## src/hdl/bldr_pkg.sv

```systemverilog
// ============================================================================
// bldr_pkg: shared types and constants of the button log delta encoder
// Payload structs, the command that passes from the front end to the back
// end, and the fixed constants of the log record format.
// ============================================================================
`default_nettype none

package bldr_pkg;

    // Default parameter values.
    localparam int BUTTON_BITS_DEF = 12;
    localparam int QUEUE_DEPTH_DEF = 2;

    // Log record format.
    localparam logic [3:0]  FULL_TAG  = 4'hC;
    localparam int          TAG_SHIFT = 11;
    localparam int          TOUCH_BIT = 9;
    localparam int          DOWN_BIT  = 7;
    localparam logic [15:0] FULL_BASE = 16'(16'(FULL_TAG) << TAG_SHIFT);

    // Input item of one frame.
    typedef struct packed {
        logic [11:0] buttons_held;
        logic        touch;
        logic        logging_on;
        logic        position_valid;
        logic        finish_request;
    } t_in_item;

    // One halfword write or display result.
    typedef struct packed {
        logic               target;
        logic signed [15:0] write_index;
        logic [15:0]        write_data;
        logic               stop_logging;
        logic               last;
    } t_out_item;

    // How the frame was logged.
    typedef enum logic [1:0] {
        LOG_NONE,
        LOG_FULL,
        LOG_TOGGLE,
        LOG_INC
    } t_log_kind;

    // Work for the back end: everything needed to emit the results of one item.
    typedef struct packed {
        t_log_kind   kind;
        logic        finish;
        logic [15:0] rec_index;
        logic [15:0] rec_data;
        logic [15:0] hdr_data;
        logic [15:0] offset;
    } t_cmd;

    // Queue status seen by the front and back ends.
    typedef struct packed {
        logic full;
        logic empty;
    } t_q_status;

endpackage

`default_nettype wire

```

## src/hdl/bldr_front.sv

```systemverilog
// ============================================================================
// bldr_front: frame classifier and log state
// Accepts frames, compares them with the last logged state, updates the log
// position state and hands one command per productive frame to the queue.
// ============================================================================
`default_nettype none

module bldr_front
    import bldr_pkg::*;
#(
    parameter int BUTTON_BITS = BUTTON_BITS_DEF
) (
    input  wire logic        i_clk,
    input  wire logic        i_rst_n,
    input  wire logic        i_cfg_wr_en,
    input  wire logic [15:0] i_cfg_wr_data,
    input  wire logic        i_in_valid,
    output logic             o_in_stall,
    input  wire t_in_item    i_in_data,
    input  wire t_q_status   i_q_status,
    output logic             o_push,
    output t_cmd             o_cmd
);

    localparam int          LOW_W  = (BUTTON_BITS > 1) ? $clog2(BUTTON_BITS) : 1;
    localparam logic [15:0] MASK16 = 16'((32'd1 << BUTTON_BITS) - 32'd1);

    logic [15:0]            r_offset;
    logic [15:0]            r_write_pos;
    logic [15:0]            r_seg_start;
    logic [BUTTON_BITS-1:0] r_prev;
    logic [15:0]            r_last_word;

    logic [15:0]            n_write_pos;
    logic [15:0]            n_seg_start;
    logic [15:0]            n_last_word;

    logic                   accept;
    logic [15:0]            held16;
    logic [BUTTON_BITS-1:0] held;
    logic [BUTTON_BITS-1:0] diff;
    logic                   one_hot;
    logic [LOW_W-1:0]       low;
    logic                   seg_begin;
    logic                   full;
    logic                   finish_now;
    logic                   logged;
    logic [15:0]            half_size;
    logic [15:0]            rec_tog;
    logic [15:0]            logged_pos;
    t_log_kind              kind;

    assign o_in_stall = i_q_status.full;
    assign accept     = i_in_valid && !o_in_stall;

    // Button state of this frame with touch folded in.
    always_comb begin
        held16 = {4'd0, i_in_data.buttons_held};
        held16[TOUCH_BIT] = held16[TOUCH_BIT] | i_in_data.touch;
        held16 = held16 & MASK16;
    end
    assign held = held16[BUTTON_BITS-1:0];

    // Change detection against the last logged frame.
    assign diff    = r_prev ^ held;
    assign one_hot = (diff != '0) && ((diff & (diff - 1'b1)) == '0);

    always_comb begin
        low = '0;
        for (int i = 0; i < BUTTON_BITS; i++) begin
            if (diff[i]) begin
                low = low | LOW_W'(i);
            end
        end
    end

    assign seg_begin = ({1'b0, r_write_pos} == ({1'b0, r_seg_start} + 17'd4));
    assign full      = seg_begin || ((diff != '0) && !one_hot);
    assign half_size = {1'b0, r_write_pos[15:1]};
    assign rec_tog   = 16'(16'(low) << TAG_SHIFT);

    assign finish_now = i_in_data.finish_request && held16[DOWN_BIT];
    assign logged     = i_in_data.position_valid;

    always_comb begin
        if (!logged) begin
            kind = LOG_NONE;
        end else if (full) begin
            kind = LOG_FULL;
        end else if (diff == '0) begin
            kind = LOG_INC;
        end else begin
            kind = LOG_TOGGLE;
        end
    end

    // Next log state after this frame.
    always_comb begin
        logged_pos  = r_write_pos;
        n_last_word = r_last_word;
        o_cmd.rec_index = half_size;
        o_cmd.rec_data  = 16'd0;
        case (kind)
            LOG_FULL: begin
                logged_pos     = r_write_pos + 16'd4;
                n_last_word    = 16'd0;
                o_cmd.rec_data = FULL_BASE | held16;
            end
            LOG_TOGGLE: begin
                logged_pos     = r_write_pos + 16'd2;
                n_last_word    = rec_tog;
                o_cmd.rec_data = rec_tog;
            end
            LOG_INC: begin
                n_last_word     = r_last_word + 16'd1;
                o_cmd.rec_index = half_size - 16'd1;
                o_cmd.rec_data  = r_last_word + 16'd1;
            end
            default: begin
            end
        endcase
        n_write_pos = finish_now ? r_offset : logged_pos;
        n_seg_start = finish_now ? r_offset : r_seg_start;
        o_cmd.kind     = kind;
        o_cmd.finish   = finish_now;
        o_cmd.hdr_data = logged_pos;
        o_cmd.offset   = r_offset;
    end

    assign o_push = accept && i_in_data.logging_on && (logged || finish_now);

    // Log state and configuration register.
    always_ff @(posedge i_clk) begin
        if (!i_rst_n) begin
            r_offset    <= 16'd0;
            r_write_pos <= 16'd4;
            r_seg_start <= 16'd0;
            r_prev      <= '0;
            r_last_word <= 16'd0;
        end else begin
            if (i_cfg_wr_en) begin
                r_offset <= i_cfg_wr_data;
            end
            if (accept && i_in_data.logging_on) begin
                r_write_pos <= n_write_pos;
                r_seg_start <= n_seg_start;
                r_last_word <= n_last_word;
                if (logged) begin
                    r_prev <= held;
                end
            end
        end
    end

endmodule

`default_nettype wire

```

## src/hdl/bldr_queue.sv

```systemverilog
// ============================================================================
// bldr_queue: command queue between front and back ends
// A small register FIFO so that the classifier and the result sequencer can
// stall independently.
// ============================================================================
`default_nettype none

module bldr_queue
    import bldr_pkg::*;
#(
    parameter int DEPTH = QUEUE_DEPTH_DEF
) (
    input  wire logic  i_clk,
    input  wire logic  i_rst_n,
    input  wire logic  i_push,
    input  wire t_cmd  i_cmd,
    input  wire logic  i_pop,
    output t_cmd       o_cmd,
    output t_q_status  o_status
);

    localparam int PTR_W = $clog2(DEPTH);
    localparam int CNT_W = $clog2(DEPTH + 1);

    t_cmd             r_mem [DEPTH];
    logic [PTR_W-1:0] r_wr_ptr;
    logic [PTR_W-1:0] r_rd_ptr;
    logic [CNT_W-1:0] r_count;

    logic do_push;
    logic do_pop;

    assign o_status.full  = (r_count == CNT_W'(DEPTH));
    assign o_status.empty = (r_count == '0);
    assign do_push = i_push && !o_status.full;
    assign do_pop  = i_pop && !o_status.empty;
    assign o_cmd   = r_mem[r_rd_ptr];

    // Storage, written at the tail.
    always_ff @(posedge i_clk) begin
        if (do_push) begin
            r_mem[r_wr_ptr] <= i_cmd;
        end
    end

    // Pointers and fill count.
    always_ff @(posedge i_clk) begin
        if (!i_rst_n) begin
            r_wr_ptr <= '0;
            r_rd_ptr <= '0;
            r_count  <= '0;
        end else begin
            if (do_push) begin
                r_wr_ptr <= (r_wr_ptr == PTR_W'(DEPTH - 1)) ? '0 : r_wr_ptr + PTR_W'(1);
            end
            if (do_pop) begin
                r_rd_ptr <= (r_rd_ptr == PTR_W'(DEPTH - 1)) ? '0 : r_rd_ptr + PTR_W'(1);
            end
            case ({do_push, do_pop})
                2'b10:   r_count <= r_count + CNT_W'(1);
                2'b01:   r_count <= r_count - CNT_W'(1);
                default: r_count <= r_count;
            endcase
        end
    end

endmodule

`default_nettype wire

```

## src/hdl/bldr_back.sv

```systemverilog
// ============================================================================
// bldr_back: result sequencer
// Walks the head command through its record, header and finish writes and
// presents one result per cycle, while the output is not stalled, in a registered output stage.
// ============================================================================
`default_nettype none

module bldr_back
    import bldr_pkg::*;
(
    input  wire logic       i_clk,
    input  wire logic       i_rst_n,
    input  wire t_cmd       i_cmd,
    input  wire t_q_status  i_q_status,
    output logic            o_pop,
    output logic            o_out_valid,
    input  wire logic       i_out_stall,
    output t_out_item       o_out_data
);

    typedef enum logic [2:0] {
        PH_REC,
        PH_ZERO,
        PH_HDR,
        PH_FIN_SEG,
        PH_FIN_HDR,
        PH_FIN_SHOW
    } t_phase;

    logic      r_mid;
    t_phase    r_phase;
    logic      r_out_valid;
    t_out_item r_out_data;

    t_phase    cur_phase;
    t_phase    next_phase;
    logic      is_last;
    logic      load;
    logic      take;
    t_out_item result;

    // Phase of the head command: its first phase unless already started.
    always_comb begin
        if (r_mid) begin
            cur_phase = r_phase;
        end else if (i_cmd.kind == LOG_NONE) begin
            cur_phase = PH_FIN_SEG;
        end else begin
            cur_phase = PH_REC;
        end
    end

    // Following phase and the result of the current one.
    always_comb begin
        next_phase = PH_FIN_SEG;
        is_last    = 1'b0;
        result.target       = 1'b0;
        result.write_index  = 16'sd0;
        result.write_data   = 16'd0;
        result.stop_logging = 1'b0;
        unique case (cur_phase)
            PH_REC: begin
                result.write_index = $signed(i_cmd.rec_index);
                result.write_data  = i_cmd.rec_data;
                if (i_cmd.kind == LOG_FULL) begin
                    next_phase = PH_ZERO;
                end else if (i_cmd.kind == LOG_TOGGLE) begin
                    next_phase = PH_HDR;
                end else begin
                    is_last = !i_cmd.finish;
                end
            end
            PH_ZERO: begin
                result.write_index = $signed(i_cmd.rec_index + 16'd1);
                next_phase = PH_HDR;
            end
            PH_HDR: begin
                result.write_data = i_cmd.hdr_data;
                is_last = !i_cmd.finish;
            end
            PH_FIN_SEG: begin
                result.write_index  = -16'sd1;
                result.write_data   = i_cmd.offset;
                result.stop_logging = 1'b1;
                next_phase = PH_FIN_HDR;
            end
            PH_FIN_HDR: begin
                result.write_data   = i_cmd.offset;
                result.stop_logging = 1'b1;
                next_phase = PH_FIN_SHOW;
            end
            PH_FIN_SHOW: begin
                result.target       = 1'b1;
                result.write_data   = {1'b0, i_cmd.offset[15:1]};
                result.stop_logging = 1'b1;
                is_last = 1'b1;
            end
            default: begin
                is_last = 1'b1;
            end
        endcase
        result.last = is_last;
    end

    assign load  = !r_out_valid || !i_out_stall;
    assign take  = load && !i_q_status.empty;
    assign o_pop = take && is_last;

    assign o_out_valid = r_out_valid;
    assign o_out_data  = r_out_data;

    // Sequencer state and output register.
    always_ff @(posedge i_clk) begin
        if (!i_rst_n) begin
            r_mid       <= 1'b0;
            r_phase     <= PH_REC;
            r_out_valid <= 1'b0;
        end else if (load) begin
            r_out_valid <= take;
            if (take) begin
                r_out_data <= result;
                r_mid      <= !is_last;
                r_phase    <= next_phase;
            end
        end
    end

endmodule

`default_nettype wire

```

## src/hdl/button_log_delta_rle_encoder_core.sv

```systemverilog
// ============================================================================
// button_log_delta_rle_encoder_core: button log delta run-length encoder
// Turns per-frame button states into halfword log writes: full records,
// single-bit toggle records and repeat counts, plus finish and size reports.
// ============================================================================
// The first result of a frame passes through the command queue and is valid
// once the back-end output register holds it.
// Throughput: one result per cycle from the back-end output register while the
// output is not stalled; a frame yields one to six results, and frames that
// neither log nor finish push no command and use no queue slot.
// Reset: synchronous, active low; write position 4, segment start 0, restart
// offset 0, previous state and last word 0, queue and output empty.
`default_nettype none

module button_log_delta_rle_encoder_core
    import bldr_pkg::*;
#(
    parameter int BUTTON_BITS = BUTTON_BITS_DEF,
    parameter int QUEUE_DEPTH = QUEUE_DEPTH_DEF
) (
    input  wire logic        i_clk,
    input  wire logic        i_rst_n,
    input  wire logic        i_cfg_wr_en,
    input  wire logic [15:0] i_cfg_wr_data,
    input  wire logic        i_in_valid,
    output logic             o_in_stall,
    input  wire t_in_item    i_in_data,
    output logic             o_out_valid,
    input  wire logic        i_out_stall,
    output t_out_item        o_out_data
);

    logic      push;
    logic      pop;
    t_cmd      cmd_in;
    t_cmd      cmd_head;
    t_q_status q_status;

    // Front end: classification and log state.
    bldr_front #(
        .BUTTON_BITS (BUTTON_BITS)
    ) u_front (
        .i_clk         (i_clk),
        .i_rst_n       (i_rst_n),
        .i_cfg_wr_en   (i_cfg_wr_en),
        .i_cfg_wr_data (i_cfg_wr_data),
        .i_in_valid    (i_in_valid),
        .o_in_stall    (o_in_stall),
        .i_in_data     (i_in_data),
        .i_q_status    (q_status),
        .o_push        (push),
        .o_cmd         (cmd_in)
    );

    // Command queue.
    bldr_queue #(
        .DEPTH (QUEUE_DEPTH)
    ) u_queue (
        .i_clk    (i_clk),
        .i_rst_n  (i_rst_n),
        .i_push   (push),
        .i_cmd    (cmd_in),
        .i_pop    (pop),
        .o_cmd    (cmd_head),
        .o_status (q_status)
    );

    // Back end: result sequencing.
    bldr_back u_back (
        .i_clk       (i_clk),
        .i_rst_n     (i_rst_n),
        .i_cmd       (cmd_head),
        .i_q_status  (q_status),
        .o_pop       (pop),
        .o_out_valid (o_out_valid),
        .i_out_stall (i_out_stall),
        .o_out_data  (o_out_data)
    );

    // Finish results only address the segment start or the size header.
    a_stop_index: assert property (@(posedge i_clk) disable iff (!i_rst_n)
        (o_out_valid && o_out_data.stop_logging) |->
        (o_out_data.write_index == 16'sd0 || o_out_data.write_index == -16'sd1))
        else $error("finish result at a record index");

    // A display result is always the closing result of a finish.
    a_show_last: assert property (@(posedge i_clk) disable iff (!i_rst_n)
        (o_out_valid && o_out_data.target) |->
        (o_out_data.stop_logging && o_out_data.last))
        else $error("display result not the final finish result");

    // Nothing is presented in the cycle after reset.
    a_reset_empty: assert property (@(posedge i_clk)
        !i_rst_n |=> !o_out_valid)
        else $error("output valid after reset");

endmodule

`default_nettype wire
```

## config.mk

```make
export PLATFORM = sky130hd
export DESIGN_NAME = button_log_delta_rle_encoder_core
export DESIGN_NICKNAME = d
export VERILOG_FILES = /design/src/hdl/bldr_pkg.sv /design/src/hdl/bldr_front.sv /design/src/hdl/bldr_queue.sv /design/src/hdl/bldr_back.sv /design/src/hdl/button_log_delta_rle_encoder_core.sv
export SDC_FILE = /design/constraint.sdc
export NUM_CORES = 1
export LEC_CHECK = 0
export CAP_MARGIN = 0
export CORE_MARGIN = 3
export CORE_UTILIZATION = 55
export DETAILED_ROUTE_END_ITERATION = 7
export DONT_BUFFER_PORTS = 1
export PLACE_DENSITY = 0.82
export SETUP_SLACK_MARGIN = 0.1
export SYNTH_ARGS = -nofsm -noshare
export SYNTH_HDL_FRONTEND = slang
export SYNTH_SLANG_ARGS = --single-unit
```

## constraint.sdc

```tcl
create_clock -name i_clk -period 9.9 [get_ports i_clk]
set_clock_uncertainty 0.05 [all_clocks]
set_input_delay 0 -clock i_clk [delete_from_list [all_inputs] [get_ports i_clk]]
set_output_delay 0 -clock i_clk [all_outputs]
set_load 0.02 [all_outputs]
```

# == Word level (Yosys, flattened, before mapping) ==
# Memory sizes are Yosys's and may differ from the RTL's. A register that Yosys moved wholly into a read port is not among the register bits.
# Cells that the tools add are included.
# Widths: inputs -> output; s select.
# totals
register_bits,120
memories,1
inputBits,37
word_cells,119
ram_bits,134
out_inout_bits,37
# mem_list
memory,depth,width,read_ports,rd_ports_with_merged_regs,wr,line,source
u_queue.r_mem,2,67,1,1,1,bldr_queue.sv:25,t_cmd r_mem [DEPTH];
# op_classes
reduce_logical,36
n_bitwise,3
n_eq_ne,14
n_addsub,11
muxes,38
# ops
op,n
$pmux 16 s3,3
$pmux 16 s4,1
$add 16x1->16 const B,2
$mux 16,2
$pmux 16 s2,1
$logic_not 12->1,2
$mux 3,6
$add 16x3->17 const B,1
$eq 16x17->1,1
$add 16x2->16 const B,1
$add 16x3->16 const B,1
$mux 4,4
$sub 15x1->16 const B,1
$mux 1,13
$and 12x12->12,1
$pmux 3 s4,1
$reduce_bool 12->1,1
$sub 12x1->12 const B,1
$xor 12x12->12,1
$eq 2x2->1 const B,5
$logic_and 1x1->1,10
$mux 2,5
$reduce_and 2->1,4
$logic_not 1->1,7
18 further kinds,27

# == Depth between registers and ports, before layout ==
# Gate-level depths: netlist of run 1.
# logic_depth
depth_word,14
depth_mapped,20
mapped_depth_nobuf,18

# == Cells and area by module ==
# A second synthesis of run 1 with hierarchy kept.
# hier_totals
hier_cells,1165
hier_area_um2,12449.4
# modules_own_cells
module,area_each_um2,seq_area_each_um2,cells_per_inst,n_inst
bldr_front,5109.9,1521.5,710,1
bldr_queue,5057.4,4124.0,234,1
bldr_back,2282.2,1151.1,221,1

# == Worst setup path before layout of run 1 ==
# Ideal clock, no wire load.
# synth_path
kind,register to register
from,register u_queue.r_count[0]
to,"memory u_queue.r_mem[1][0] (netlist bit), enable pin"
arrival_time_ps,4090
stages_incl_launch_ff,6
synth_period_minus_slack_ps,4641
t_required_ps,9348
path_buffers,1
setup_ps,502
setup_slack_ps,5259
path_cell_list,dfxtp_1 nand2b_1 and3_1 clkbuf_1 o21ai_0 nor2b_1
# synth_between
elab_chain_cells,8
# synth_rtl
item,line,source
from (decl),bldr_queue.sv:28,logic [CNT_W-1:0] r_count;
from (signal assigned),bldr_queue.sv:60,2'b10: r_count <= r_count + CNT_W'(1);
from (signal assigned),bldr_queue.sv:61,2'b01: r_count <= r_count - CNT_W'(1);
from (signal assigned),bldr_queue.sv:62,default: r_count <= r_count;
$eq 2x2->1 *,bldr_queue.sv:33,assign o_status.full = (r_count == CNT_W'(DEPTH));
$logic_not 1->1 *,"bldr_front.sv:54, bldr_queue.sv:35",
$logic_and 1x1->1,bldr_front.sv:54,assign accept = i_in_valid && !o_in_stall;
$logic_and 1x1->1 (2 in a row),bldr_front.sv:130,assign o_push = accept && i_in_data.logging_on && (logged || finish_now);
$logic_and 1x1->1 *,bldr_queue.sv:35,assign do_push = i_push && !o_status.full;
$mux 1 *,bldr_queue.sv:41,if (do_push) begin
$mux 1 (implied by the code) *,bldr_queue.sv:42,r_mem[r_wr_ptr] <= i_cmd;
to (decl),bldr_queue.sv:25,
# Every way passes the cells marked *; elsewhere a longest branch is shown, timed or not.

==> reports/summary.txt, run 1 <==
Reg2reg path depth -> 16
Ys flop type -> edfxtp_1
Via Count -> 8874
Post-route minimum period -> 5.77 ns
CTS tree -> done
P_sw -> 568 µW
Seq/Total Area, Yosys -> 0.552
Count of final hold-check violations -> 0
Reg2reg end -> u_queue.r_mem[1][62]
Die Span X -> 156 µm
Status -> finished clean
Hold Path Stages -> 2
#FFs+latches synth -> 255
VDD IR max -> 0.117 mV
Vias per cell -> 6.23
WHS Endpoint -> u_back.o_out_data[0]
Starting Density -> 0.562
Comb power frac -> 0.076
Setup TNS -> 0 ns
Mapped Cells -> 1115
I/O Buffers -> 0
Ys Warns -> 0
First-pass GRT wire length -> 46.7 mm
Setup crit end kind -> flip-flop
Synth unique cells -> 64
Async SR Flop Fraction -> 0
Max cap viols -> 0
Clock sink count -> 255
R2r setup slk -> 4.13 ns
Max Slew Vio Count -> 0
Slowest stage delay, CP -> 0.83 ns
Share of layout cells above drive strength 1 -> 0.0655
Slowest cell on crit path -> a21oi_1
Largest net degree at the start of global routing -> 78
Syn nets -> 1166
Number of global-route vias before repair -> 8420
CP Launch Point -> u_front.r_seg_start[2]
HP Start -> i_rst_n
Die area -> 24200 µm²
Synth top area cells -> edfxtp_1 (41%), dfxtp_1 (14%), mux2i_1 (6.8%)
Pre-CTS setup slack -> 4.20 ns
Htree depth -> 1
Final nets -> 1176
Final Cycle Share -> 0.583
Power density cells -> 179 nW/µm²
Rows -> 54
Final wirelength -> 29.5 mm
IO Pins -> 74
Gr usage total -> 0.242
RePlAce Congestion -> 0.899
Least-Margin Pin Slew -> 1.04 ns
Grt ovf -> 0
Part of the power in registers -> 0.487
Final HPWL DP -> 19.3 mm
Initial antenna violation count -> 0
RSZ-0062 raised after global routing -> false
Synth area leader -> edfxtp_1
Worst-Skew Late Latency -> 0.53 ns
Post-synth EDFFs -> 169
Antenna diode count -> 0
Crit path max fanout -> 27
Endpoints failing setup -> 0
LEAKAGE -> 4.76 nW
Worst r2r src -> u_front.r_seg_start[2]
CP Cell Sequence -> ha_1 > and3_1 > nand4_1 > xnor2_1 > mux2i_1 > nor4_1 > a21oi_1 > and2_1 > ha_1 > nand2_1 > or3_1 > nor3_1 > nand2b_1 > nor4_1 > nand2_1 > xnor2_1
Mapped Area -> 12300 µm²
Final total power -> 2.50 mW
Fin worst setup slack -> 4.13 ns
Drt pass-1 iters -> 5
Die H -> 156 µm
Core area -> 21900 µm²
Mean Syn Cell Area -> 11.0 µm²
Clock Tree Root -> clkbuf_16
Slew HR -> 0.304
Commonest cells after routing, fill and taps aside -> edfxtp_1 (169), nand2_1 (119), dfxtp_1 (85), mux2i_1 (83), nor2_1 (61)
Worst hold slack -> 0.0128 ns
WS Path Type -> reg -> reg
# DRC -> 0
P&R area growth vs syn -> 13.0%
Min-delay worst type -> in -> reg
WL/cell -> 20.7 µm
Total CTS buffers -> 26
Share of the synthesized area in the top cell type -> 0.412
Critical Path RT -> 10.11 ns
Commonest non-fill, non-tap cell in the layout -> edfxtp_1
Switching part of the total -> 0.228
Clock power frac -> 0.437
Worst Path Arrival -> 5.98 ns
CP Launch Type -> flip-flop
Starting DRT DRC Count -> 955
Clock buffer depth -> 3
Antenna-violating nets left -> 0
FMAX -> 173 MHz
Clock-pin slew on the worst setup and hold paths -> 0.07 ns
Internal power -> 1.93 mW
## routing by layer
metal / track usage / wire length, µm / vias up
li1: - / - / 4125
met1: 0.337 / 12400 / 4303
met2: 0.401 / 14200 / 398
met3: 0.0377 / 2170 / 48
met4: 0.0642 / 812 / 0
met5: 0 / 0 / -
## cells in the mapped netlist, drive strengths merged, types with 3 or more instances
| master | instances |
|---|---|
| o211a | 11 |
| nor3 | 10 |
| ha | 14 |
| xor2 | 29 |
| o31ai | 3 |
| a21boi | 43 |
| nor2 | 62 |
| mux2i | 83 |
| buf | 21 |
| dfxtp | 86 |
| mux2 | 7 |
| nand2 | 119 |
| a22o | 11 |
| a31oi | 8 |
| edfxtp | 169 |
| nand3 | 56 |
| o221ai | 24 |
| nand4 | 13 |
| nor3b | 7 |
| clkbuf | 57 |
| nand3b | 5 |
| and4 | 5 |
| o22a | 16 |
| o21ai | 37 |
| and2 | 17 |
| or3 | 9 |
| a22oi | 9 |
| or2 | 4 |
| nor4 | 6 |
| o211ai | 10 |
| and3 | 12 |
| inv | 18 |
| nand2b | 10 |
| a21oi | 35 |
| xnor2 | 39 |
| nor2b | 25 |
## critical path, delay by kind of cell, from the launching register on
kind                     cells  cell delay [ns]
AO/OA/AOI/OAI                1             0.83
XOR/XNOR                     2             0.35
adder cells (fa/ha/maj)      2             1.08
flip-flops                   1             0.44
multiplexers                 1             0.19
AND/OR/NAND/NOR             10             2.54
## cell families after synthesis
group / count (synthesis) / share of synthesized area
compound gates: 227 / 0.133
xor+xnor: 68 / 0.0484
mux: 90 / 0.0739
buf+inv: 96 / 0.0322
flops: 255 / 0.552
simple gates: 363 / 0.145
fa+ha+maj: 16 / 0.0159
## layout make-up
cell class / instances / area [µm²]
Clock buffer: 31 / 722
Clock inverter: 17 / 238
Fill cell: 1672 / 7980
Inverter: 18 / 67.6
Multi-Input combinational cell: 764 / 5130
Sequential cell: 255 / 6800
Tap cell: 280 / 350
Timing Repair Buffer: 60 / 598
## timing repair
action | CTS | global route
endpoints found under the hold margin | 118 | 0
buffers inserted | 0 | 0
gates resized for setup | 0 | 0
setup endpoints to repair | 0 | 0
hold buffers | 52 | 0
## worst max-delay path by stage
stage,end,slack [ns],cells past startpoint
floorplan,u_queue.r_mem[1][0],5.26,5
global placement,u_queue.r_mem[0][61],4.45,16
detailed placement,u_queue.r_mem[1][62],4.20,16
CTS,u_queue.r_mem[0][62],4.19,16
global route,u_queue.r_mem[0][62],3.74,16
finish,u_queue.r_mem[1][62],4.13,16
## stage by stage
stage                     instances   util  cell area, µm²
after detailed placement       1324  0.567           12400
final                          1425  0.635           13900
after global placement         1324  0.567           12400
after floorplan                1115      -           12300
after global routing           1425  0.635           13900
after CTS                      1424  0.635           13900
## registers in the layout (all words and copies together) (netlist names), 2 cells and up, named ones only
signal / cells
u_queue.r_mem: 134
u_back.o_out_data: 35
u_front.r_last_word: 16
u_front.r_offset: 16
u_front.r_seg_start: 16
u_front.r_write_pos: 16
u_front.r_prev: 12
u_back.r_phase: 3
u_queue.r_count: 2
## power by group through the flow
stage	logic (mW)	registers (mW)	clock network, mW
2_1_floorplan	0.135	1.22	0
3_3_place_gp	0.154	1.24	0
3_5_place_dp	0.159	1.24	0
4_1_cts	0.187	1.22	1.10
5_1_grt	0.208	1.22	1.14
6_report	0.191	1.22	1.09
Note: power is estimated with default switching activity, not from simulation.
==> run 2, diff against run 1 <==
clock period = 5.5 ns   (was 9.9 ns; I/O delays follow)
==> run 2 against run 1 <==
Net effect:
- first-iteration DRC count down 12%
- via count is 0.96% higher
- routed wire length up 0.43%
- critical path depth did not move
- utilization rose by 0.11 points
- maximum frequency rose by 15%
- worst setup slack worse by 3.6 ns
- die area did not move
==> reports/summary.txt, run 2 (synthesis results as in run 1) <==
Max reg flops -> 134 (unchanged)
Clock Tree Root -> clkbuf_16 (unchanged)
Largest net degree at the start of global routing -> 78 (unchanged)
Final instance area -> 13900 µm² (about the same)
Clock-pin slew on the worst setup and hold paths -> 0.06 ns (was 0.07 ns)
Commonest cells after routing, fill and taps aside -> edfxtp_1 (169), nand2_1 (119), dfxtp_1 (85), mux2i_1 (83), nor2_1 (61) (unchanged)
Setup crit end kind -> flip-flop (unchanged)
Register area -> 6800 µm² (unchanged)
RSZ-0062 raised after global routing -> false (unchanged)
Starting Density -> 0.562 (unchanged)
Setup TNS -> 0 ns (unchanged)
Area of the multi-input gates -> 5130 µm² (unchanged)
CP Launch Type -> flip-flop (unchanged)
Via Count -> 8959 (was 8874)
Die Span X -> 156 µm (unchanged)
CP Cell Sequence -> ha_1 > nand2b_1 > and3b_1 > a211oi_1 > or4_1 > nor4_1 > a21oi_1 > buf_4 > a21boi_1 > inv_1 > ha_1 > or3_1 > or2_2 > o31ai_1 > o21ai_0 > a21boi_0 (was ha_1 > and3_1 > nand4_1 > xnor2_1 > mux2i_1 > nor4_1 > a21oi_1 > and2_1 > ha_1 > nand2_1 > or3_1 > nor3_1 > nand2b_1 > nor4_1 > nand2_1 > xnor2_1)
Total CTS buffers -> 27 (was 26)
Part of the power in registers -> 0.498 (was 0.487)
Clock sink count -> 255 (unchanged)
LEAKAGE -> 4.77 nW (was 4.76 nW)
Commonest non-fill, non-tap cell in the layout -> edfxtp_1 (unchanged)
Initial antenna violation count -> 1 (was 0)
Critical Path RT -> 5.86 ns (was 10.11 ns)
Slowest stage delay, CP -> 0.53 ns (was 0.83 ns)
Gr usage total -> 0.238 (was 0.242)
Endpoints failing setup -> 0 (unchanged)
First-pass GRT wire length -> 46.0 mm (was 46.7 mm)
IO Pins -> 74 (unchanged)
Number of global-route vias before repair -> 8408 (was 8420)
Max cap viols -> 0 (unchanged)
Share of layout cells above drive strength 1 -> 0.0703 (was 0.0655)
Vias per cell -> 6.24 (was 6.23)
Crit path max fanout -> 17 (was 27)
Count of final hold-check violations -> 0 (unchanged)
Area after DPL -> 12500 µm² (was 12400 µm²)
Starting DRT DRC Count -> 842 (was 955)
Least-Margin Pin Slew -> 1.12 ns (was 1.04 ns)
Min-delay worst type -> in -> reg (unchanged)
Final HPWL DP -> 19.4 mm (was 19.3 mm)
Switching part of the total -> 0.232 (was 0.228)
I/O Buffers -> 0 (unchanged)
Grt ovf -> 0 (unchanged)
Final Cycle Share -> 0.911 (was 0.583)
Post-route minimum period -> 5.01 ns (was 5.77 ns)
P&R area growth vs syn -> 13.2% (was 13.0%)
Fillcell total -> 1675 (was 1672)
CTS tree -> done (unchanged)
Die H -> 156 µm (unchanged)
WS Path Type -> reg -> reg (unchanged)
Final nets -> 1183 (was 1176)
Die area -> 24200 µm² (unchanged)
FMAX -> 200 MHz (was 173 MHz)
P_sw -> 1.02 mW (was 568 µW)
Biggest register -> u_queue.r_mem (unchanged)
Crit path top cell by count -> ha_1
Rows -> 54 (unchanged)
Drt pass-1 iters -> 6 (was 5)
Worst-Skew Late Latency -> 0.54 ns (was 0.53 ns)
Worst Path Arrival -> 5.37 ns (was 5.98 ns)
Max Slew Vio Count -> 0 (unchanged)
Worst path bufs/invs -> 2 (was 0)
Final wirelength -> 29.7 mm (was 29.5 mm)
Reg2reg path depth -> 16 (unchanged)
Htree depth -> 1 (unchanged)
Comb power frac -> 0.079 (was 0.076)
Clock power frac -> 0.424 (was 0.437)
Slew HR -> 0.252 (was 0.304)
CP delay by family, top -> simple AND/OR/NAND/NOR gates (unchanged)
Core area -> 21900 µm² (unchanged)
Internal power -> 3.38 mW (was 1.93 mW)
WL/cell -> 20.7 µm (about the same)
# DRC -> 0 (unchanged)
VDD IR max -> 0.199 mV (was 0.117 mV)
CP Depth -> 16 (unchanged)
Layout Utilization -> 0.636 (was 0.635)
Status -> finished clean (unchanged)
Hold Path Stages -> 2 (unchanged)
Clock buffer depth -> 3 (unchanged)
Slowest cell on crit path -> ha_1 (was a21oi_1)
R2r setup slk -> 0.49 ns (was 4.13 ns)
Antenna-violating nets left -> 0 (unchanged)
Power density cells -> 316 nW/µm² (was 179 nW/µm²)
RePlAce Congestion -> 0.920 (was 0.899)
-- run 2: path summary, 6_finish.rpt --
check	start	to
min reg2reg	u_front.r_prev[3]	u_front.r_prev[3]
min	i_rst_n	u_back.o_out_data[2]
max reg2reg	u_front.r_seg_start[2]	u_front.r_write_pos[15]
max	u_front.r_seg_start[2]	u_front.r_write_pos[15]
-- run 2: power groups by stage --
stage                     sequential [mW]  clock, mW  combinational, mW
after floorplan                      2.19          0              0.243
after detailed placement             2.23          0              0.288
after CTS                            2.19       1.87              0.340
after global routing                 2.19       1.96              0.374
final                                2.19       1.86              0.347
after global placement               2.22          0              0.281
-- run 2: layout make-up --
class / count / area share
diodes: 4 / 0.000718
clock buffers: 37 / 0.0579
clock inverters: 12 / 0.00871
inverters: 18 / 0.00485
multi-input cells: 764 / 0.368
flip-flops and latches: 255 / 0.488
well taps: 280 / 0.0251
repair buffers: 66 / 0.0462
-- run 2: per-stage QoR --
stage | std cells | power (mW) | worst slack (ns) | hold WS (ns)
6_report | 1436 | 4.40 | 0.491 | 0.0124
4_1_cts | 1432 | 4.40 | 0.549 | 0.0113
2_1_floorplan | 1115 | 2.44 | 0.859 | 0.106
5_1_grt | 1432 | 4.53 | 0.200 | 0.0342
3_5_place_dp | 1331 | 2.52 | 0.735 | 0.0588
3_3_place_gp | 1331 | 2.51 | 0.957 | 0.0527
-- run 2: what timing repair did --
action	in CTS	in global routing
gates resized for setup	0	0
hold buffers	52	0
hold endpoints to repair	118	0
endpoints found under the setup margin	0	0
buffers inserted	0	0
-- run 2: routing by layer --
metal | vias up | GRT usage | wire (µm) | part of all wire
li1 | 4148 | - | - | -
met1 | 4326 | 0.336 | 12300 | 0.41
met2 | 433 | 0.386 | 14100 | 0.47
met3 | 52 | 0.0338 | 2560 | 0.086
met4 | 0 | 0.0713 | 770 | 0.026
met5 | - | 0 | 0 | 0
==> run 3, diff against run 2 <==
RECOVER_POWER = 25   (was unset)
==> run 3 against run 2 <==
Net effect:
- the run now ends with capacitance limit, slew limit left
- sequential power hardly changed
- non-clock buffer count stayed put
- sequential share of layout area hardly changed
- register-to-register slack worse by 0.03 ns
- clock-buffer cell count stayed put
- critical path depth stayed put
- routed wire length is 0.13% lower
- die area stayed put
- utilization is 0.051 points lower
- clock power hardly changed
- maximum frequency is 0.61% lower
==> reports/summary.txt, run 3 (synthesis results as in run 1) <==
Min-delay worst type -> in -> reg (unchanged)
Total CTS buffers -> 27 (unchanged)
Share of layout cells above drive strength 1 -> 0.0677 (was 0.0703)
Max Slew Vio Count -> 72 (was 0)
VDD IR max -> 0.198 mV (was 0.199 mV)
Internal power -> 3.38 mW (about the same)
Clock power frac -> 0.424 (about the same)
Post_cts resized -> 0 (unchanged)
Clock sink count -> 255 (unchanged)
Initial antenna violation count -> 1 (unchanged)
Final HPWL DP -> 19.4 mm (unchanged)
Gr usage total -> 0.238 (unchanged)
Count of final hold-check violations -> 0 (unchanged)
Switching part of the total -> 0.232 (about the same)
Biggest register -> u_queue.r_mem (unchanged)
P&R area growth vs syn -> 13.1% (was 13.2%)
WL/cell -> 20.6 µm (was 20.7 µm)
Worst-Skew Late Latency -> 0.54 ns (about the same)
P_sw -> 1.02 mW (about the same)
First-pass GRT wire length -> 46.0 mm (unchanged)
Largest net degree at the start of global routing -> 78 (unchanged)
Slowest cell on crit path -> ha_1 (unchanged)
Post-route minimum period -> 5.04 ns (was 5.01 ns)
CP Cell Sequence -> ha_1 > nand2b_1 > and3b_1 > a211oi_1 > or4_1 > nor4_1 > a21oi_1 > buf_4 > a21boi_1 > inv_1 > ha_1 > or3_1 > or2_2 > o31ai_1 > o21ai_0 > a21boi_0 (unchanged)
Max reg flops -> 134 (unchanged)
Worst Path Arrival -> 5.41 ns (was 5.37 ns)
Rows -> 54 (unchanged)
WS Path Type -> reg -> reg (unchanged)
Endpoints failing setup -> 0 (unchanged)
Core area -> 21900 µm² (unchanged)
IO Pins -> 74 (unchanged)
Htree depth -> 1 (unchanged)
Final total power -> 4.40 mW (about the same)
Setup TNS -> 0 ns (unchanged)
Final Cycle Share -> 0.916 (was 0.911)
CTS tree -> done (unchanged)
Clock Tree Root -> clkbuf_16 (unchanged)
RePlAce Congestion -> 0.920 (unchanged)
Grt ovf -> 0 (unchanged)
RSZ-0062 raised after global routing -> false (unchanged)
Commonest cells after routing, fill and taps aside -> edfxtp_1 (169), nand2_1 (119), dfxtp_1 (85), mux2i_1 (83), nor2_1 (61) (unchanged)
LEAKAGE -> 4.75 nW (was 4.77 nW)
Failing checks -> capacitance limit, slew limit
# DRC -> 0 (unchanged)
CP Launch Type -> flip-flop (unchanged)
Die Span X -> 156 µm (unchanged)
Vias per cell -> 6.22 (was 6.24)
Number of global-route vias before repair -> 8408 (unchanged)
Via Count -> 8931 (was 8959)
Worst hold slack -> 0.0599 ns (was 0.0124 ns)
Starting Density -> 0.562 (unchanged)
Part of the power in registers -> 0.498 (about the same)
I/O Buffers -> 0 (unchanged)
Slew HR -> -0.232 (was 0.252)
Clock buffer depth -> 3 (unchanged)
Drt pass-1 iters -> 8 (was 6)
Final nets -> 1183 (unchanged)
Die area -> 24200 µm² (unchanged)
Die H -> 156 µm (unchanged)
Status -> complete, but fails checks (was finished clean)
Starting DRT DRC Count -> 755 (was 842)
Final wirelength -> 29.6 mm (was 29.7 mm)
FMAX -> 198 MHz (was 200 MHz)
Power density cells -> 316 nW/µm² (about the same)
Commonest non-fill, non-tap cell in the layout -> edfxtp_1 (unchanged)
Least-Margin Pin Slew -> 1.85 ns (was 1.12 ns)
Register area -> 6800 µm² (unchanged)
Area of the multi-input gates -> 5130 µm² (unchanged)
Crit path top cell by count -> ha_1 (unchanged)
Slowest stage delay, CP -> 0.53 ns (about the same)
Fillcell total -> 1679 (was 1675)
Crit path max fanout -> 17 (unchanged)
Comb power frac -> 0.079 (about the same)
Clock-pin slew on the worst setup and hold paths -> 0.06 ns (about the same)
Setup crit end kind -> flip-flop (unchanged)
Critical Path RT -> 5.87 ns (was 5.86 ns)
Antenna-violating nets left -> 0 (unchanged)
Max cap viols -> 2 (was 0)
[run 3: changes by cell type in the layout (fill, tap and decap cells not counted)]
cell,delta
clkbuf_1,+3
and2_1,-1
buf_4,-3
and2_0,+1
[run 3: critical path, delay by kind of cell (launching register included)]
family	cells	cell delay (ns)
buffers and inverters	2	0.35
AO/OA/AOI/OAI	6	1.31
flip-flops	1	0.43
adder cells (fa/ha/maj)	2	0.76
AND/OR/NAND/NOR	6	2.00
[run 3: path summary, 6_finish.rpt]
path	cells after the start	from	end	slack, ns
max	16	u_front.r_seg_start[2]	u_front.r_write_pos[15]	0.46
min	4	i_in_data[5]	u_front.r_last_word[11]	0.06
max reg2reg	16	u_front.r_seg_start[2]	u_front.r_write_pos[15]	0.46
min reg2reg	2	u_front.r_prev[3]	u_front.r_prev[3]	0.42
[run 3: area by class of cell]
type | count | share of cell area
flip-flops and latches | 255 | 0.488
multi-input cells | 764 | 0.369
clock buffers | 37 | 0.0580
repair buffers | 66 | 0.0454
well taps | 280 | 0.0252
clock inverters | 12 | 0.00872
inverters | 18 | 0.00485
diodes | 4 | 0.000719
[run 3: repair_timing]
action,in CTS,in global routing
endpoints found under the hold margin,118,0
endpoints found under the setup margin,0,0
setup buffers,0,0
hold buffers,52,0
[run 3: per-stage QoR]
step / utilization / setup slack [ns] / cells / cell area, µm²
floorplan: - / 0.859 / 1115 / 12300
global placement: 0.569 / 0.957 / 1331 / 12500
detailed placement: 0.569 / 0.735 / 1331 / 12500
CTS: 0.636 / 0.549 / 1432 / 13900
global route: 0.636 / 0.165 / 1432 / 13900
finish: 0.636 / 0.461 / 1436 / 13900
[run 3: power groups by stage]
stage / logic [mW] / clock network (mW) / registers (mW)
after global placement: 0.281 / 0 / 2.22
after global routing: 0.373 / 1.96 / 2.19
after detailed placement: 0.288 / 0 / 2.23
after CTS: 0.340 / 1.87 / 2.19
final: 0.346 / 1.86 / 2.19
after floorplan: 0.243 / 0 / 2.19
[run 3: metal layers]
| metal | up-vias | global-route usage | share of wire |
|---|---|---|---|
| li1 | 4146 | - | - |
| met1 | 4300 | 0.336 | 0.41 |
| met2 | 429 | 0.386 | 0.47 |
| met3 | 56 | 0.0338 | 0.090 |
| met4 | 0 | 0.0713 | 0.027 |
| met5 | - | 0 | 0 |
